File: config.mk
export PLATFORM = sky130hd
export DESIGN_NAME = disk_obstacle_stamp_rows_unit_flat
export DESIGN_NICKNAME = d
export VERILOG_FILES = /design/src/sv/dosr_pkg.sv /design/src/sv/dosr_ifs.sv /design/src/sv/dosr_csr.sv /design/src/sv/dosr_ctrl.sv /design/src/sv/dosr_dp.sv /design/src/sv/disk_obstacle_stamp_rows_unit.sv /design/src/flat_wrapper.sv
export SDC_FILE = /design/constraint.sdc
export NUM_CORES = 2
export LEC_CHECK = 0
export ABC_AREA = 1
export BUFFER_PORTS_ARGS = -buffer_cell sky130_fd_sc_hd__buf_2
export CORE_MARGIN = 2
export CORE_UTILIZATION = 36
export DETAILED_ROUTE_END_ITERATION = 8
export HOLD_SLACK_MARGIN = 0.02
export PLACE_DENSITY = 0.59
export SYNTH_ARGS = -nofsm -noshare
export SYNTH_HDL_FRONTEND = slang
export SYNTH_SLANG_ARGS = --single-unit
File: constraint.sdc
create_clock -name clock -period 13.8 [get_ports clock]
set_input_delay 3.45 -clock clock [delete_from_list [all_inputs] [get_ports clock]]
set_output_delay 3.45 -clock clock [all_outputs]
set_load 0.01 [all_outputs]
File: src/sv/dosr_pkg.sv
// ----------------------------------------------------------------------------
// Disk obstacle stamp package
// Shared types, register indexes and defaults for the row span rasterizer.
// ----------------------------------------------------------------------------
package dosr_pkg;

   // default sizing
   localparam int MAP_CELLS_DEF  = 4096;
   localparam int MAX_RADIUS_DEF = 31;

   // configuration port address width (seven registers, 4-byte stride)
   localparam int CSR_AW = 5;

   // register indexes
   localparam logic [2:0] REG_ENABLE      = 3'd0;
   localparam logic [2:0] REG_ORIGIN_X    = 3'd1;
   localparam logic [2:0] REG_ORIGIN_Y    = 3'd2;
   localparam logic [2:0] REG_CELLS_PER_M = 3'd3;
   localparam logic [2:0] REG_MAP_WIDTH   = 3'd4;
   localparam logic [2:0] REG_MAP_HEIGHT  = 3'd5;
   localparam logic [2:0] REG_RADIUS      = 3'd6;

   // signed grid coordinate with headroom for +/- radius
   typedef logic signed [14:0] coord_type;

   typedef struct packed {
      logic               enable;
      logic signed [31:0] org_x;
      logic signed [31:0] org_y;
      logic [24:0]        cells_per_metre;
      logic [12:0]        map_width;
      logic [12:0]        map_height;
      logic [4:0]         rad_cells;
   } cfg_type;

   typedef struct packed {
      logic load;
      logic mul_en;
      logic mul_y;
      logic cell_x;
      logic cell_y;
      logic clip;
      logic emit_row;
      logic emit_single;
   } cmd_type;

   typedef struct packed {
      logic reject;
      logic last_row;
      logic out_free;
   } status_type;

endpackage

File: src/sv/dosr_ifs.sv
// ----------------------------------------------------------------------------
// Disk obstacle stamp channels
// Valid/ready channels for obstacle points and row span results.
// ----------------------------------------------------------------------------
interface dosr_req_if;
   logic               valid;
   logic               ready;
   logic signed [31:0] point_x;
   logic signed [31:0] point_y;
   logic [12:0]        win_min_x;
   logic [12:0]        win_min_y;
   logic [12:0]        win_max_x;
   logic [12:0]        win_max_y;

   modport source (output valid, point_x, point_y, win_min_x, win_min_y,
                   win_max_x, win_max_y, input ready);
   modport sink (input valid, point_x, point_y, win_min_x, win_min_y,
                 win_max_x, win_max_y, output ready);
endinterface

interface dosr_rsp_if;
   logic        valid;
   logic        ready;
   logic [11:0] row_y;
   logic [11:0] span_start_x;
   logic [11:0] span_end_x;
   logic        span_valid;
   logic        last;

   modport source (output valid, row_y, span_start_x, span_end_x, span_valid,
                   last, input ready);
   modport sink (input valid, row_y, span_start_x, span_end_x, span_valid,
                 last, output ready);
endinterface

File: src/sv/dosr_csr.sv
// ----------------------------------------------------------------------------
// Disk obstacle stamp register file
// APB-style configuration registers with reset values and read back.
// ----------------------------------------------------------------------------
module dosr_csr (
   input  logic                       clock,
   input  logic                       reset,
   input  logic                       psel,
   input  logic                       penable,
   input  logic                       pwrite,
   input  logic [dosr_pkg::CSR_AW-1:0] paddr,
   input  logic [31:0]                pwdata,
   output logic [31:0]                prdata,
   output logic                       pready,
   output dosr_pkg::cfg_type          cfg
);
   import dosr_pkg::*;

   cfg_type    cfg_ff;
   logic       wr_en;
   logic [2:0] idx;

   assign pready = 1'b1;
   assign wr_en  = psel && penable && pwrite;
   assign idx    = paddr[CSR_AW-1:2];
   assign cfg    = cfg_ff;

   // write registers in the access phase
   always_ff @(posedge clock) begin
      if (reset) begin
         cfg_ff.enable          <= 1'b1;
         cfg_ff.org_x           <= '0;
         cfg_ff.org_y           <= '0;
         cfg_ff.cells_per_metre <= 25'd1310720;
         cfg_ff.map_width       <= 13'd4096;
         cfg_ff.map_height      <= 13'd4096;
         cfg_ff.rad_cells       <= 5'd7;
      end else if (wr_en) begin
         case (idx)
            REG_ENABLE:      cfg_ff.enable          <= pwdata[0];
            REG_ORIGIN_X:    cfg_ff.org_x           <= pwdata;
            REG_ORIGIN_Y:    cfg_ff.org_y           <= pwdata;
            REG_CELLS_PER_M: cfg_ff.cells_per_metre <= pwdata[24:0];
            REG_MAP_WIDTH:   cfg_ff.map_width       <= pwdata[12:0];
            REG_MAP_HEIGHT:  cfg_ff.map_height      <= pwdata[12:0];
            REG_RADIUS:      cfg_ff.rad_cells       <= pwdata[4:0];
            default: ;
         endcase
      end
   end

   // read back
   always_comb begin
      case (idx)
         REG_ENABLE:      prdata = {31'd0, cfg_ff.enable};
         REG_ORIGIN_X:    prdata = cfg_ff.org_x;
         REG_ORIGIN_Y:    prdata = cfg_ff.org_y;
         REG_CELLS_PER_M: prdata = {7'd0, cfg_ff.cells_per_metre};
         REG_MAP_WIDTH:   prdata = {19'd0, cfg_ff.map_width};
         REG_MAP_HEIGHT:  prdata = {19'd0, cfg_ff.map_height};
         REG_RADIUS:      prdata = {27'd0, cfg_ff.rad_cells};
         default:         prdata = '0;
      endcase
   end

endmodule

File: src/sv/dosr_ctrl.sv
// ----------------------------------------------------------------------------
// Disk obstacle stamp controller
// Sequences cell mapping, clipping and one row span per output slot.
// ----------------------------------------------------------------------------
module dosr_ctrl (
   input  logic                 clock,
   input  logic                 reset,
   input  logic                 req_valid,
   output logic                 req_ready,
   input  dosr_pkg::status_type status,
   output dosr_pkg::cmd_type    cmd
);
   import dosr_pkg::*;

   typedef enum logic [2:0] {
      S_IDLE,
      S_MUL_X,
      S_MUL_Y,
      S_CELL_Y,
      S_CLIP,
      S_CHECK,
      S_ROWS,
      S_SINGLE
   } state_type;

   state_type state_ff, state_in;
   logic      accept;

   assign req_ready = (state_ff == S_IDLE);
   assign accept    = req_valid && req_ready;

   // next state and commands
   always_comb begin
      state_in = state_ff;
      cmd      = '0;
      case (state_ff)
         S_IDLE: begin
            if (accept) begin
               cmd.load = 1'b1;
               state_in = S_MUL_X;
            end
         end
         S_MUL_X: begin
            cmd.mul_en = 1'b1;
            state_in   = S_MUL_Y;
         end
         S_MUL_Y: begin
            cmd.mul_en = 1'b1;
            cmd.mul_y  = 1'b1;
            cmd.cell_x = 1'b1;
            state_in   = S_CELL_Y;
         end
         S_CELL_Y: begin
            cmd.cell_y = 1'b1;
            state_in   = S_CLIP;
         end
         S_CLIP: begin
            cmd.clip = 1'b1;
            state_in = S_CHECK;
         end
         S_CHECK: begin
            state_in = status.reject ? S_SINGLE : S_ROWS;
         end
         S_ROWS: begin
            if (status.out_free) begin
               cmd.emit_row = 1'b1;
               if (status.last_row) state_in = S_IDLE;
            end
         end
         S_SINGLE: begin
            if (status.out_free) begin
               cmd.emit_single = 1'b1;
               state_in        = S_IDLE;
            end
         end
         default: state_in = S_IDLE;
      endcase
   end

   // hold state
   always_ff @(posedge clock) begin
      if (reset) begin
         state_ff <= S_IDLE;
      end else begin
         state_ff <= state_in;
      end
   end

   // an accepted item always starts the x mapping
   a_accept_starts: assert property (@(posedge clock) disable iff (reset)
      accept |=> state_ff == S_MUL_X) else $error("accept did not start mapping");

   // results load only into a free output slot
   a_emit_free: assert property (@(posedge clock) disable iff (reset)
      (cmd.emit_row || cmd.emit_single) |-> status.out_free)
      else $error("result loaded into busy output");

endmodule

File: src/sv/dosr_dp.sv
// ----------------------------------------------------------------------------
// Disk obstacle stamp datapath
// Shared Q16.16 cell multiplier, window clipping and the per-row span unit.
// ----------------------------------------------------------------------------
module dosr_dp #(
   parameter int MAP_CELLS  = dosr_pkg::MAP_CELLS_DEF,
   parameter int MAX_RADIUS = dosr_pkg::MAX_RADIUS_DEF
) (
   input  logic                 clock,
   input  logic                 reset,
   input  dosr_pkg::cfg_type    cfg,
   input  dosr_pkg::cmd_type    cmd,
   output dosr_pkg::status_type status,
   dosr_req_if.sink             req_ch,
   dosr_rsp_if.source           rsp_ch
);
   import dosr_pkg::*;

   localparam logic [12:0] MapClamp = 13'((MAP_CELLS < 8191) ? MAP_CELLS : 8191);
   localparam logic [4:0]  RadClamp = 5'(MAX_RADIUS);

   function automatic coord_type cmax(coord_type a, coord_type b);
      return (a > b) ? a : b;
   endfunction

   function automatic coord_type cmin(coord_type a, coord_type b);
      return (a < b) ? a : b;
   endfunction

   // latched item
   logic signed [31:0] px_ff, py_ff;
   logic [12:0]        wx0_ff, wy0_ff, wx1_ff, wy1_ff;

   // mapping
   logic signed [32:0] diff;
   logic [56:0]        prod_ff;
   logic               neg_ff;
   logic [12:0]        mw, mh, lim;
   logic [24:0]        cell_raw;
   logic               cell_off;
   logic [12:0]        cx_ff, cy_ff;
   logic               offx_ff, offy_ff;
   logic [4:0]         rad;

   // clipped ranges
   coord_type  sx_ff, ex_ff, y_ff, ey_ff;
   logic [9:0] rr_ff;

   // row unit
   coord_type  cxs, dy, lo, hi;
   logic [4:0] dya, h;
   logic [9:0] dy2, rem;
   logic       rem_neg, row_ok;

   // output register
   logic        rsp_valid_ff;
   logic [11:0] row_ff, start_ff, end_ff;
   logic        span_ff, last_ff;

   assign mw  = (cfg.map_width > MapClamp) ? MapClamp : cfg.map_width;
   assign mh  = (cfg.map_height > MapClamp) ? MapClamp : cfg.map_height;
   assign rad = (cfg.rad_cells > RadClamp) ? RadClamp : cfg.rad_cells;

   // capture the item
   always_ff @(posedge clock) begin
      if (cmd.load) begin
         px_ff  <= req_ch.point_x;
         py_ff  <= req_ch.point_y;
         wx0_ff <= req_ch.win_min_x;
         wy0_ff <= req_ch.win_min_y;
         wx1_ff <= req_ch.win_max_x;
         wy1_ff <= req_ch.win_max_y;
      end
   end

   // offset from origin, then one registered multiply per axis
   assign diff = cmd.mul_y
      ? ($signed({py_ff[31], py_ff}) - $signed({cfg.org_y[31], cfg.org_y}))
      : ($signed({px_ff[31], px_ff}) - $signed({cfg.org_x[31], cfg.org_x}));

   always_ff @(posedge clock) begin
      if (cmd.mul_en) begin
         prod_ff <= 57'(diff[31:0]) * 57'(cfg.cells_per_metre);
         neg_ff  <= diff[32];
      end
   end

   // floor to cell and test against the map size
   assign cell_raw = prod_ff[56:32];
   assign lim      = cmd.cell_y ? mh : mw;
   assign cell_off = neg_ff || (cell_raw >= {12'd0, lim});

   always_ff @(posedge clock) begin
      if (cmd.cell_x) begin
         cx_ff   <= cell_raw[12:0];
         offx_ff <= cell_off;
      end
      if (cmd.cell_y) begin
         cy_ff   <= cell_raw[12:0];
         offy_ff <= cell_off;
      end
   end

   // clip the disk box to window and map, half open
   always_ff @(posedge clock) begin
      if (cmd.clip) begin
         sx_ff <= cmax($signed({2'b00, cx_ff}) - $signed({10'd0, rad}),
                       $signed({2'b00, wx0_ff}));
         ex_ff <= cmin(cmin($signed({2'b00, cx_ff}) + $signed({10'd0, rad}),
                            $signed({2'b00, wx1_ff})), $signed({2'b00, mw}));
         ey_ff <= cmin(cmin($signed({2'b00, cy_ff}) + $signed({10'd0, rad}),
                            $signed({2'b00, wy1_ff})), $signed({2'b00, mh}));
         rr_ff <= {5'd0, rad} * {5'd0, rad};
      end
   end

   // row counter: start at the clipped first row, advance per span
   always_ff @(posedge clock) begin
      if (cmd.clip) begin
         y_ff <= cmax($signed({2'b00, cy_ff}) - $signed({10'd0, rad}),
                      $signed({2'b00, wy0_ff}));
      end else if (cmd.emit_row) begin
         y_ff <= y_ff + coord_type'(1);
      end
   end

   // half width of the disk on this row
   assign cxs     = $signed({2'b00, cx_ff});
   assign dy      = y_ff - $signed({2'b00, cy_ff});
   assign dya     = dy[14] ? 5'(-dy) : dy[4:0];
   assign dy2     = {5'd0, dya} * {5'd0, dya};
   assign rem_neg = dy2 > rr_ff;
   assign rem     = rr_ff - dy2;

   // largest k with k*k <= rem, picked by priority over constant squares
   always_comb begin
      h = '0;
      for (int k = 1; k < 32; k++) begin
         if (rem >= 10'(k * k)) h = 5'(k);
      end
   end

   assign lo     = cmax(cxs - $signed({10'd0, h}), sx_ff);
   assign hi     = cmin(cxs + $signed({10'd0, h}), ex_ff - coord_type'(1));
   assign row_ok = !rem_neg && (lo <= hi);

   // status for the controller
   assign status.reject   = !cfg.enable || offx_ff || offy_ff || (y_ff >= ey_ff);
   assign status.last_row = (y_ff == ey_ff - coord_type'(1));
   assign status.out_free = !rsp_valid_ff || rsp_ch.ready;

   // output register
   always_ff @(posedge clock) begin
      if (reset) begin
         rsp_valid_ff <= 1'b0;
      end else if (cmd.emit_row || cmd.emit_single) begin
         rsp_valid_ff <= 1'b1;
      end else if (rsp_ch.ready) begin
         rsp_valid_ff <= 1'b0;
      end
   end

   always_ff @(posedge clock) begin
      if (cmd.emit_row) begin
         row_ff   <= y_ff[11:0];
         start_ff <= row_ok ? lo[11:0] : 12'd0;
         end_ff   <= row_ok ? hi[11:0] : 12'd0;
         span_ff  <= row_ok;
         last_ff  <= status.last_row;
      end else if (cmd.emit_single) begin
         row_ff   <= '0;
         start_ff <= '0;
         end_ff   <= '0;
         span_ff  <= 1'b0;
         last_ff  <= 1'b1;
      end
   end

   assign rsp_ch.valid        = rsp_valid_ff;
   assign rsp_ch.row_y        = row_ff;
   assign rsp_ch.span_start_x = start_ff;
   assign rsp_ch.span_end_x   = end_ff;
   assign rsp_ch.span_valid   = span_ff;
   assign rsp_ch.last         = last_ff;

   // spans are only emitted for rows inside the clipped range
   a_row_in_range: assert property (@(posedge clock) disable iff (reset)
      cmd.emit_row |-> (y_ff < ey_ff)) else $error("row beyond clipped range");

   // a marked span never runs backwards
   a_span_order: assert property (@(posedge clock) disable iff (reset)
      (rsp_valid_ff && span_ff) |-> (start_ff <= end_ff))
      else $error("span start after end");

endmodule

File: src/sv/disk_obstacle_stamp_rows_unit.sv
// After accept, the multiply, cell, clip and check states run before the first result
// is registered. An item gives up to 62 row spans, one per cycle from the shared row unit
// while the output is free; a rejected item gives one result. Items are taken only in idle.
// The single 32x25 cell multiplier is shared by x and y, one axis per cycle.
// Reset (synchronous, active high) restores register defaults and empties the pipe.
// ----------------------------------------------------------------------------
// Disk obstacle stamp rows unit
// Maps an obstacle point to a grid cell and emits clipped disk row spans.
// ----------------------------------------------------------------------------
module disk_obstacle_stamp_rows_unit #(
   parameter int MAP_CELLS  = dosr_pkg::MAP_CELLS_DEF,
   parameter int MAX_RADIUS = dosr_pkg::MAX_RADIUS_DEF
) (
   input  logic                        clock,
   input  logic                        reset,
   dosr_req_if.sink                    req_ch,
   dosr_rsp_if.source                  rsp_ch,
   input  logic                        psel,
   input  logic                        penable,
   input  logic                        pwrite,
   input  logic [dosr_pkg::CSR_AW-1:0] paddr,
   input  logic [31:0]                 pwdata,
   output logic [31:0]                 prdata,
   output logic                        pready
);
   import dosr_pkg::*;

   cfg_type    cfg;
   cmd_type    cmd;
   status_type status;
   logic       ready;

   dosr_csr u_csr (
      .clock   (clock),
      .reset   (reset),
      .psel    (psel),
      .penable (penable),
      .pwrite  (pwrite),
      .paddr   (paddr),
      .pwdata  (pwdata),
      .prdata  (prdata),
      .pready  (pready),
      .cfg     (cfg)
   );

   dosr_ctrl u_ctrl (
      .clock     (clock),
      .reset     (reset),
      .req_valid (req_ch.valid),
      .req_ready (ready),
      .status    (status),
      .cmd       (cmd)
   );

   // input handshake comes from the controller
   assign req_ch.ready = ready;

   dosr_dp #(
      .MAP_CELLS  (MAP_CELLS),
      .MAX_RADIUS (MAX_RADIUS)
   ) u_dp (
      .clock  (clock),
      .reset  (reset),
      .cfg    (cfg),
      .cmd    (cmd),
      .status (status),
      .req_ch (req_ch),
      .rsp_ch (rsp_ch)
   );

endmodule
File: src/flat_wrapper.sv
// flat-port wrapper written by rule: the top's interface ports become plain ports
module disk_obstacle_stamp_rows_unit_flat import dosr_pkg::*;
#(
   parameter int MAP_CELLS  = dosr_pkg::MAP_CELLS_DEF,
   parameter int MAX_RADIUS = dosr_pkg::MAX_RADIUS_DEF
)
  (clock, reset, psel, penable, pwrite, paddr, pwdata, prdata, pready, req_ch_valid, req_ch_point_x, req_ch_point_y, req_ch_win_min_x, req_ch_win_min_y, req_ch_win_max_x, req_ch_win_max_y, req_ch_ready, rsp_ch_valid, rsp_ch_row_y, rsp_ch_span_start_x, rsp_ch_span_end_x, rsp_ch_span_valid, rsp_ch_last, rsp_ch_ready);
  dosr_req_if req_ch_i ();
  dosr_rsp_if rsp_ch_i ();
  input  logic clock;
  input  logic reset;
  input  logic psel;
  input  logic penable;
  input  logic pwrite;
  input  logic [dosr_pkg::CSR_AW-1:0] paddr;
  input  logic [31:0] pwdata;
  output logic [31:0] prdata;
  output logic pready;
  input wire logic [$bits(req_ch_i.valid)-1:0] req_ch_valid;
  input wire logic [$bits(req_ch_i.point_x)-1:0] req_ch_point_x;
  input wire logic [$bits(req_ch_i.point_y)-1:0] req_ch_point_y;
  input wire logic [$bits(req_ch_i.win_min_x)-1:0] req_ch_win_min_x;
  input wire logic [$bits(req_ch_i.win_min_y)-1:0] req_ch_win_min_y;
  input wire logic [$bits(req_ch_i.win_max_x)-1:0] req_ch_win_max_x;
  input wire logic [$bits(req_ch_i.win_max_y)-1:0] req_ch_win_max_y;
  output wire logic [$bits(req_ch_i.ready)-1:0] req_ch_ready;
  output wire logic [$bits(rsp_ch_i.valid)-1:0] rsp_ch_valid;
  output wire logic [$bits(rsp_ch_i.row_y)-1:0] rsp_ch_row_y;
  output wire logic [$bits(rsp_ch_i.span_start_x)-1:0] rsp_ch_span_start_x;
  output wire logic [$bits(rsp_ch_i.span_end_x)-1:0] rsp_ch_span_end_x;
  output wire logic [$bits(rsp_ch_i.span_valid)-1:0] rsp_ch_span_valid;
  output wire logic [$bits(rsp_ch_i.last)-1:0] rsp_ch_last;
  input wire logic [$bits(rsp_ch_i.ready)-1:0] rsp_ch_ready;
  assign req_ch_i.valid = req_ch_valid;
  assign req_ch_i.point_x = req_ch_point_x;
  assign req_ch_i.point_y = req_ch_point_y;
  assign req_ch_i.win_min_x = req_ch_win_min_x;
  assign req_ch_i.win_min_y = req_ch_win_min_y;
  assign req_ch_i.win_max_x = req_ch_win_max_x;
  assign req_ch_i.win_max_y = req_ch_win_max_y;
  assign req_ch_ready = req_ch_i.ready;
  assign rsp_ch_valid = rsp_ch_i.valid;
  assign rsp_ch_row_y = rsp_ch_i.row_y;
  assign rsp_ch_span_start_x = rsp_ch_i.span_start_x;
  assign rsp_ch_span_end_x = rsp_ch_i.span_end_x;
  assign rsp_ch_span_valid = rsp_ch_i.span_valid;
  assign rsp_ch_last = rsp_ch_i.last;
  assign rsp_ch_i.ready = rsp_ch_ready;
  disk_obstacle_stamp_rows_unit #(.MAP_CELLS(MAP_CELLS), .MAX_RADIUS(MAX_RADIUS)) u_core (.clock(clock), .reset(reset), .req_ch(req_ch_i), .rsp_ch(rsp_ch_i), .psel(psel), .penable(penable), .pwrite(pwrite), .paddr(paddr), .pwdata(pwdata), .prdata(prdata), .pready(pready));
endmodule
Word-level counts from Yosys, hierarchy flattened
Index checks and enable logic that the tools add are counted.
Widths: inputs -> output; s select.
Word-level totals
  output and inout bits: 73
  ROM bits: 0
  logic and storage cells: 217
  latch bits: 0
  input port bits: 160
  memories kept: 0
  memory bits (writable): 0
  bits in registers: 432
Operators by class
  shifts and indexed selects: 0
  mux-type cells: 75
  equality and inequality tests: 18
  $lt $le $gt $ge: 46
  reductions and logical operators: 27
  multipliers: 3
  bitwise gates (word level): 0
  $add $sub $neg: 14
  divide/modulo/power cells: 0
Operator list (number)
  $pmux 32 s7: 1
  $mux 5: 32
  $ge 10x10->1 const B: 9
  $mux 13: 6
  $mux 15: 5
  $mux 12: 6
  $ge 10x9->1 const B: 7
  $sub 32x32->33: 2
  $mul 32x25->57: 1
  $lt 14x13->1: 4
  $add 13x5->14: 3
  $gt 14x14->1: 3
  $sub 13x5->14: 3
  $ge 10x7->1 const B: 4
  $ge 10x8->1 const B: 4
  $mux 33: 1
  $sub 14x1->15 const B: 2
  $mux 14: 2
  $gt 13x13->1 const B: 2
  $ge 25x13->1: 1
  $pmux 3 s8: 1
  $eq 3x3->1 const B: 7
  $ge 10x5->1 const B: 2
  $ge 10x6->1 const B: 2
  28 further kinds: 73

Depth between registers and ports, before layout
  depth after elaboration: 44
  mapped depth: 99

Worst setup path after synthesis
No wires, ideal clock.
  path kind: reg2reg
  from: register u_core.u_dp.y_ff[3]
  to: register u_core.u_dp.end_ff[2] (netlist: u_core.u_dp.rsp_ch.span_end_x[2]) (data pin)
  setup slack: 1.156 ns
  clock period less this slack: 12.644 ns
  buffers on the path: 2
  cell stages (with the launch flop): 90
  arrival: 12.381 ns
  cell sequence: edfxtp_1 > ha_1 > a21o_1 > a31oi_1 > nor2_1 > o21a_1 > nor2_1 > o21ai_0 > or2_2 > and2_1 > o31a_1 > xor2_1 > inv_1 > nand2_1 > fa_1 > fa_1 > inv_1 > ha_1 > (+54 left out) > ha_1 > inv_1 > clkbuf_1 > o21ai_0 > ha_1 > nand2_1 > nor2_1 > a211oi_1 > o221ai_1 > a221oi_1 > o21bai_1 > nand2_1 > nand2_1 > xnor2_1 > o41ai_1 > nand3_2 > buf_6 > nor2_2
Between the ends
  word-level cells in the longest chain between the ends: 44
  elaborated cells between the ends (all ways): 79
  classes of those cells: add/sub: 5; mul: 1; order compare: 35; mux: 36; reduce/logical: 2
Ends and longest elaborated chain
  start: declaration: RTL line dosr_dp.sv:46  | coord_type sx_ff, ex_ff, y_ff, ey_ff;
  start signal: assignment: RTL line dosr_dp.sv:120  | y_ff <= cmax($signed({2'b00, cy_ff}) - $signed({10'd0, rad}),
  start signal: assignment: RTL line dosr_dp.sv:123  | y_ff <= y_ff + coord_type'(1);
  $sub 15x14->15 *: RTL line dosr_dp.sv:129  | assign dy = y_ff - $signed({2'b00, cy_ff});
  $neg 5->5: RTL line dosr_dp.sv:130  | assign dya = dy[14] ? 5'(-dy) : dy[4:0];
  $mux 5 *: RTL line dosr_dp.sv:130
  $mul 5x5->10 *: RTL line dosr_dp.sv:131  | assign dy2 = {5'd0, dya} * {5'd0, dya};
  $sub 10x10->10: RTL line dosr_dp.sv:133  | assign rem = rr_ff - dy2;
  $ge 10x1->1: RTL line dosr_dp.sv:139  | if (rem >= 10'(k * k)) h = 5'(k);
  $mux 1: RTL line dosr_dp.sv:139
  $mux 5 (30 in a row): RTL line dosr_dp.sv:139
  $add 13x5->14 or $sub 13x5->14 (tied branches): RTL line dosr_dp.sv:144, dosr_dp.sv:143
  $lt 15x15->1 or $gt 14x14->1 (tied branches): RTL line dosr_dp.sv:27, dosr_dp.sv:23
  $mux 15, on equally long branches: RTL line dosr_dp.sv:27, dosr_dp.sv:23
  $le 15x15->1: RTL line dosr_dp.sv:145  | assign row_ok = !rem_neg && (lo <= hi);
  $logic_and 1x1->1: RTL line dosr_dp.sv:145
  $mux 12 *: RTL line dosr_dp.sv:167  | end_ff <= row_ok ? hi[11:0] : 12'd0;
  $mux 12 *: RTL line dosr_dp.sv:164  | if (cmd.emit_row) begin
  end signal: assignment: RTL line dosr_dp.sv:167
  end: declaration: RTL line dosr_dp.sv:57  | logic [11:0] row_ff, start_ff, end_ff;
Mark *: on every way between the ends. The rest lies on a longest branch, timed or not.
A chain may end at the register's enable or synchronous reset.

Worst setup path in the final report
  from: register u_core.u_dp.y_ff[0]
  to: register u_core.u_dp.end_ff[9] (netlist: u_core.u_dp.rsp_ch.span_end_x[9]) (data pin)
Same word-level chain as after synthesis.

==> metrics.cfg <==
[yosys]
synth_cell_types=72
yosys_warnings=0
yosysSeqAreaShare_pct=20.9
ys.flop_type=edfxtp_1
synth_edf_count=274
ys_ff_latch=399
syn_avg_cell_area_sq_um=8.31
syn_area_sq_um=51400
syn-instance-count=6177
async_flop_share_pct=0

[critical_path]
cp_num_buf_inv=13
max_stage_delay_ns=0.51
cpMostUsedCell=nand2_1
end_kind=flip-flop
worstSetupStartpointType=flip-flop
critPathRequiredTime_ns=14.20
worstSetupPathType=reg -> reg
crit_path_top_delay_cell=fa_1
reg2reg_depth=92
critPathTopFamily=simple AND/OR/NAND/NOR gates
timing.critical_path.fanout_max=10
crit_arrival_ns=13.27
cp.depth=92

[detailed_routing]
met2_wirelength_um=78300
drt_wl_total_um=171000
firstDrtPassIters=6
wl_met1_um=68200
route.detailed.drc=0
first_iter_violations=3241
vias_per_cell=5.14
top_layer=met5
ant_nets=0
via_count=42900
met3_length_um=15500
drt-wirelength-per-cell_um=20.5

[die]
dieArea_sq_um=146000
die_w_um=382
rows=138
core-area_sq_um=142000
start_util_pct=36.3
die_h_um=382
io_pins=233

[global_routing]
grt_pass1_vias=43800
antenna_found_initial=19
grt_usage_pct=23.5
grt_pass1_wl_um=263000
grt_max_degree=83
grt-ovfl-total=0

[timing]
fin_crit_sh_pct=93.3
slew-limit-headroom_pct=15.0
final_max_slew_viol_count=0
skew_ns=0.0439
post-route-min-period_ns=12.87
setup_viol=0
clock.fmax_mhz=77.7
hold_viol=0
hold-worst-slack_ns=0.483
worstMarginPinSlew_ns=1.27

[cells_and_area]
fillers=14500
drive_gt1_share_pct=9.17
fin_nets=7743
syn2layout_area_growth_pct=11.5

[clock_network]
numCtsBuffers=50
clk_pin_slew_ns=0.06
clock-sinks=399
cts.path.max_buffers=3
clock-root-buffer=clkbuf_16
htreeDepth=2
worstSkewPairLatency_ns=0.67
hold_buffers=0
cts_tree=done

[hold_path]
holdPathStages=2
hp-class=reg -> reg

[place]
numPortBuffers=229
hpwl_um=135000
gp_congestion=0.937

[run]
cap_violations=0

[status]
status=finished clean

## path summary, 6_finish.rpt
| check | endpoint | slack (ns) | start |
|---|---|---|---|
| worst max-delay path | u_core.u_dp.rsp_ch.span_end_x[9]$_SDFFCE_PN0P_ | 0.93 | u_core.u_dp.y_ff[0]$_DFFE_PP_ |
| worst min-delay path | u_core.u_csr.cfg[94]$_SDFFE_PP0P_ | 0.48 | u_core.u_csr.cfg[94]$_SDFFE_PP0P_ |
| worst max register to register | u_core.u_dp.rsp_ch.span_end_x[9]$_SDFFCE_PN0P_ | 0.93 | u_core.u_dp.y_ff[0]$_DFFE_PP_ |
| worst min register to register | u_core.u_csr.cfg[94]$_SDFFE_PP0P_ | 0.48 | u_core.u_csr.cfg[94]$_SDFFE_PP0P_ |
## layer usage
metal  vias up  global-route usage, %
met3       422                   4.42
met4        10                   10.9
li1      19900                      -
met1     20800                   30.2
met5         -                  0.364
met2      1819                   38.3
## metrics by stage
step	util (%)	setup slack, ns	instance area, sq um	setup TNS [ns]	cells
after floorplan	-	1.16	51400	0	6179
final	40.4	0.926	57300	0	8346
after CTS	40.2	0.154	56900	0	8323
after detailed placement	38.9	0.180	55100	0	8232
after global routing	40.4	-0.0587	57200	-0.648	8335
after global placement	38.9	0.169	55100	0	8232
## cell usage after synthesis, types with 5 or more instances
| cell type | n | area, sq um |
|---|---|---|
| nand3_1 | 155 | 776 |
| fa_1 | 702 | 14100 |
| xor2_1 | 136 | 1190 |
| buf_2 | 21 | 105 |
| edfxtp_1 | 274 | 8230 |
| nor3_1 | 53 | 265 |
| nand4_1 | 40 | 250 |
| nand2_2 | 9 | 56.3 |
| o21ai_1 | 13 | 65.1 |
| a221oi_1 | 9 | 78.8 |
| o31ai_1 | 18 | 135 |
| inv_2 | 11 | 41.3 |
| o21ai_0 | 331 | 1660 |
| o211ai_1 | 12 | 90.1 |
| a31oi_1 | 19 | 119 |
| o21bai_1 | 10 | 75.1 |
| nand2_1 | 1125 | 4220 |
| o221ai_1 | 33 | 289 |
| clkinv_1 | 31 | 116 |
| dfxtp_1 | 125 | 2500 |
| nor2_1 | 561 | 2110 |
| a211oi_1 | 10 | 75.1 |
| buf_4 | 6 | 45.0 |
| o21a_1 | 14 | 105 |
| o22ai_1 | 22 | 138 |
| ha_1 | 476 | 5960 |
| clkbuf_1 | 164 | 616 |
| o2111ai_1 | 5 | 43.8 |
| a21oi_1 | 378 | 1890 |
| a21boi_2 | 5 | 56.3 |
| nor2_2 | 22 | 138 |
| inv_1 | 1241 | 4660 |
| a21o_1 | 11 | 82.6 |
| o21ai_2 | 10 | 87.6 |
| nor4_1 | 22 | 138 |
| a21boi_0 | 5 | 37.5 |
| xnor2_1 | 33 | 289 |
| and2_1 | 5 | 31.3 |
## worst reg2reg max path: cells and delay by family, from the launching register on
kind                       cells  cell delay (ns)
buffers and inverters         13             1.24
adders and majority gates     12             3.54
and+or+nand+nor               43             3.66
DFF                            1             0.42
xor gates and xnor gates       4             0.71
AOI/OAI and AO/OA             20             3.07
## cell usage in the layout, fill, tap and decap left out, drive strengths merged, types with 53 or more instances in the layout
cell,netlist,routed
xor2,137,137
nand3,158,158
edfxtp,274,274
clkbuf,166,60
nor2,583,583
dfxtp,125,125
nor3,53,53
buf,32,371
inv,1252,1256
ha,476,476
nand2,1135,1135
fa,702,702
a21oi,382,382
o21ai,354,354
## logic make-up (layout without fill, tap and decap cells)
group	count (synthesis)	after routing	synth area share [%]
AND/OR/NAND/NOR	2009	2009	15.9
XOR/XNOR	170	170	2.91
AO/OA/AOI/OAI	937	937	10.4
multiplexers	1	1	0.0195
buffers and inverters	1481	1746	11.0
other	2	16	0.0146
adder cells (fa/ha/maj)	1178	1178	39.0
flip-flops	399	399	20.9
## registers in the layout (all words and copies together) (netlist names), 3 cells and up
name                             count
u_core.u_dp.ey_ff                   14
u_core.u_dp.wy1_ff                  13
u_core.u_dp.rr_ff                    9
u_core.u_dp.rsp_ch.span_start_x     12
u_core.u_dp.wx1_ff                  13
u_core.u_dp.rsp_ch.span_end_x       12
u_core.u_dp.ex_ff                   14
u_core.u_dp.prod_ff                 25
u_core.u_dp.cy_ff                   13
u_core.u_dp.py_ff                   32
u_core.u_dp.cx_ff                   13
u_core.u_dp.rsp_ch.row_y            12
u_core.u_dp.wy0_ff                  13
u_core.u_dp.wx0_ff                  13
u_core.u_dp.sx_ff                   14
u_core.u_csr.cfg                   121
u_core.u_dp.px_ff                   32
u_core.u_ctrl.state_ff               3
u_core.u_dp.y_ff                    15
## cell type report
type | instances | area, sq um | area share, %
inverter | 1283 | 4820 | 8.42
clock buffer | 59 | 1310 | 2.28
sequential | 399 | 10800 | 18.8
tap | 1890 | 2360 | 4.13
clock inverter | 32 | 469 | 0.820
antenna | 12 | 30.0 | 0.0524
multi-input combinational | 4299 | 35300 | 61.6
timing repair buffer | 372 | 2260 | 3.96
## what timing repair did
item	in CTS	in global routing
setup buffers	0	9
gates resized for setup	0	58
endpoints found under the hold margin	0	0
endpoints found under the setup margin	0	25
Power is left out: the tool's default activity adds up to more than one toggle a clock period on the data nets, which glitch-free logic cannot reach.
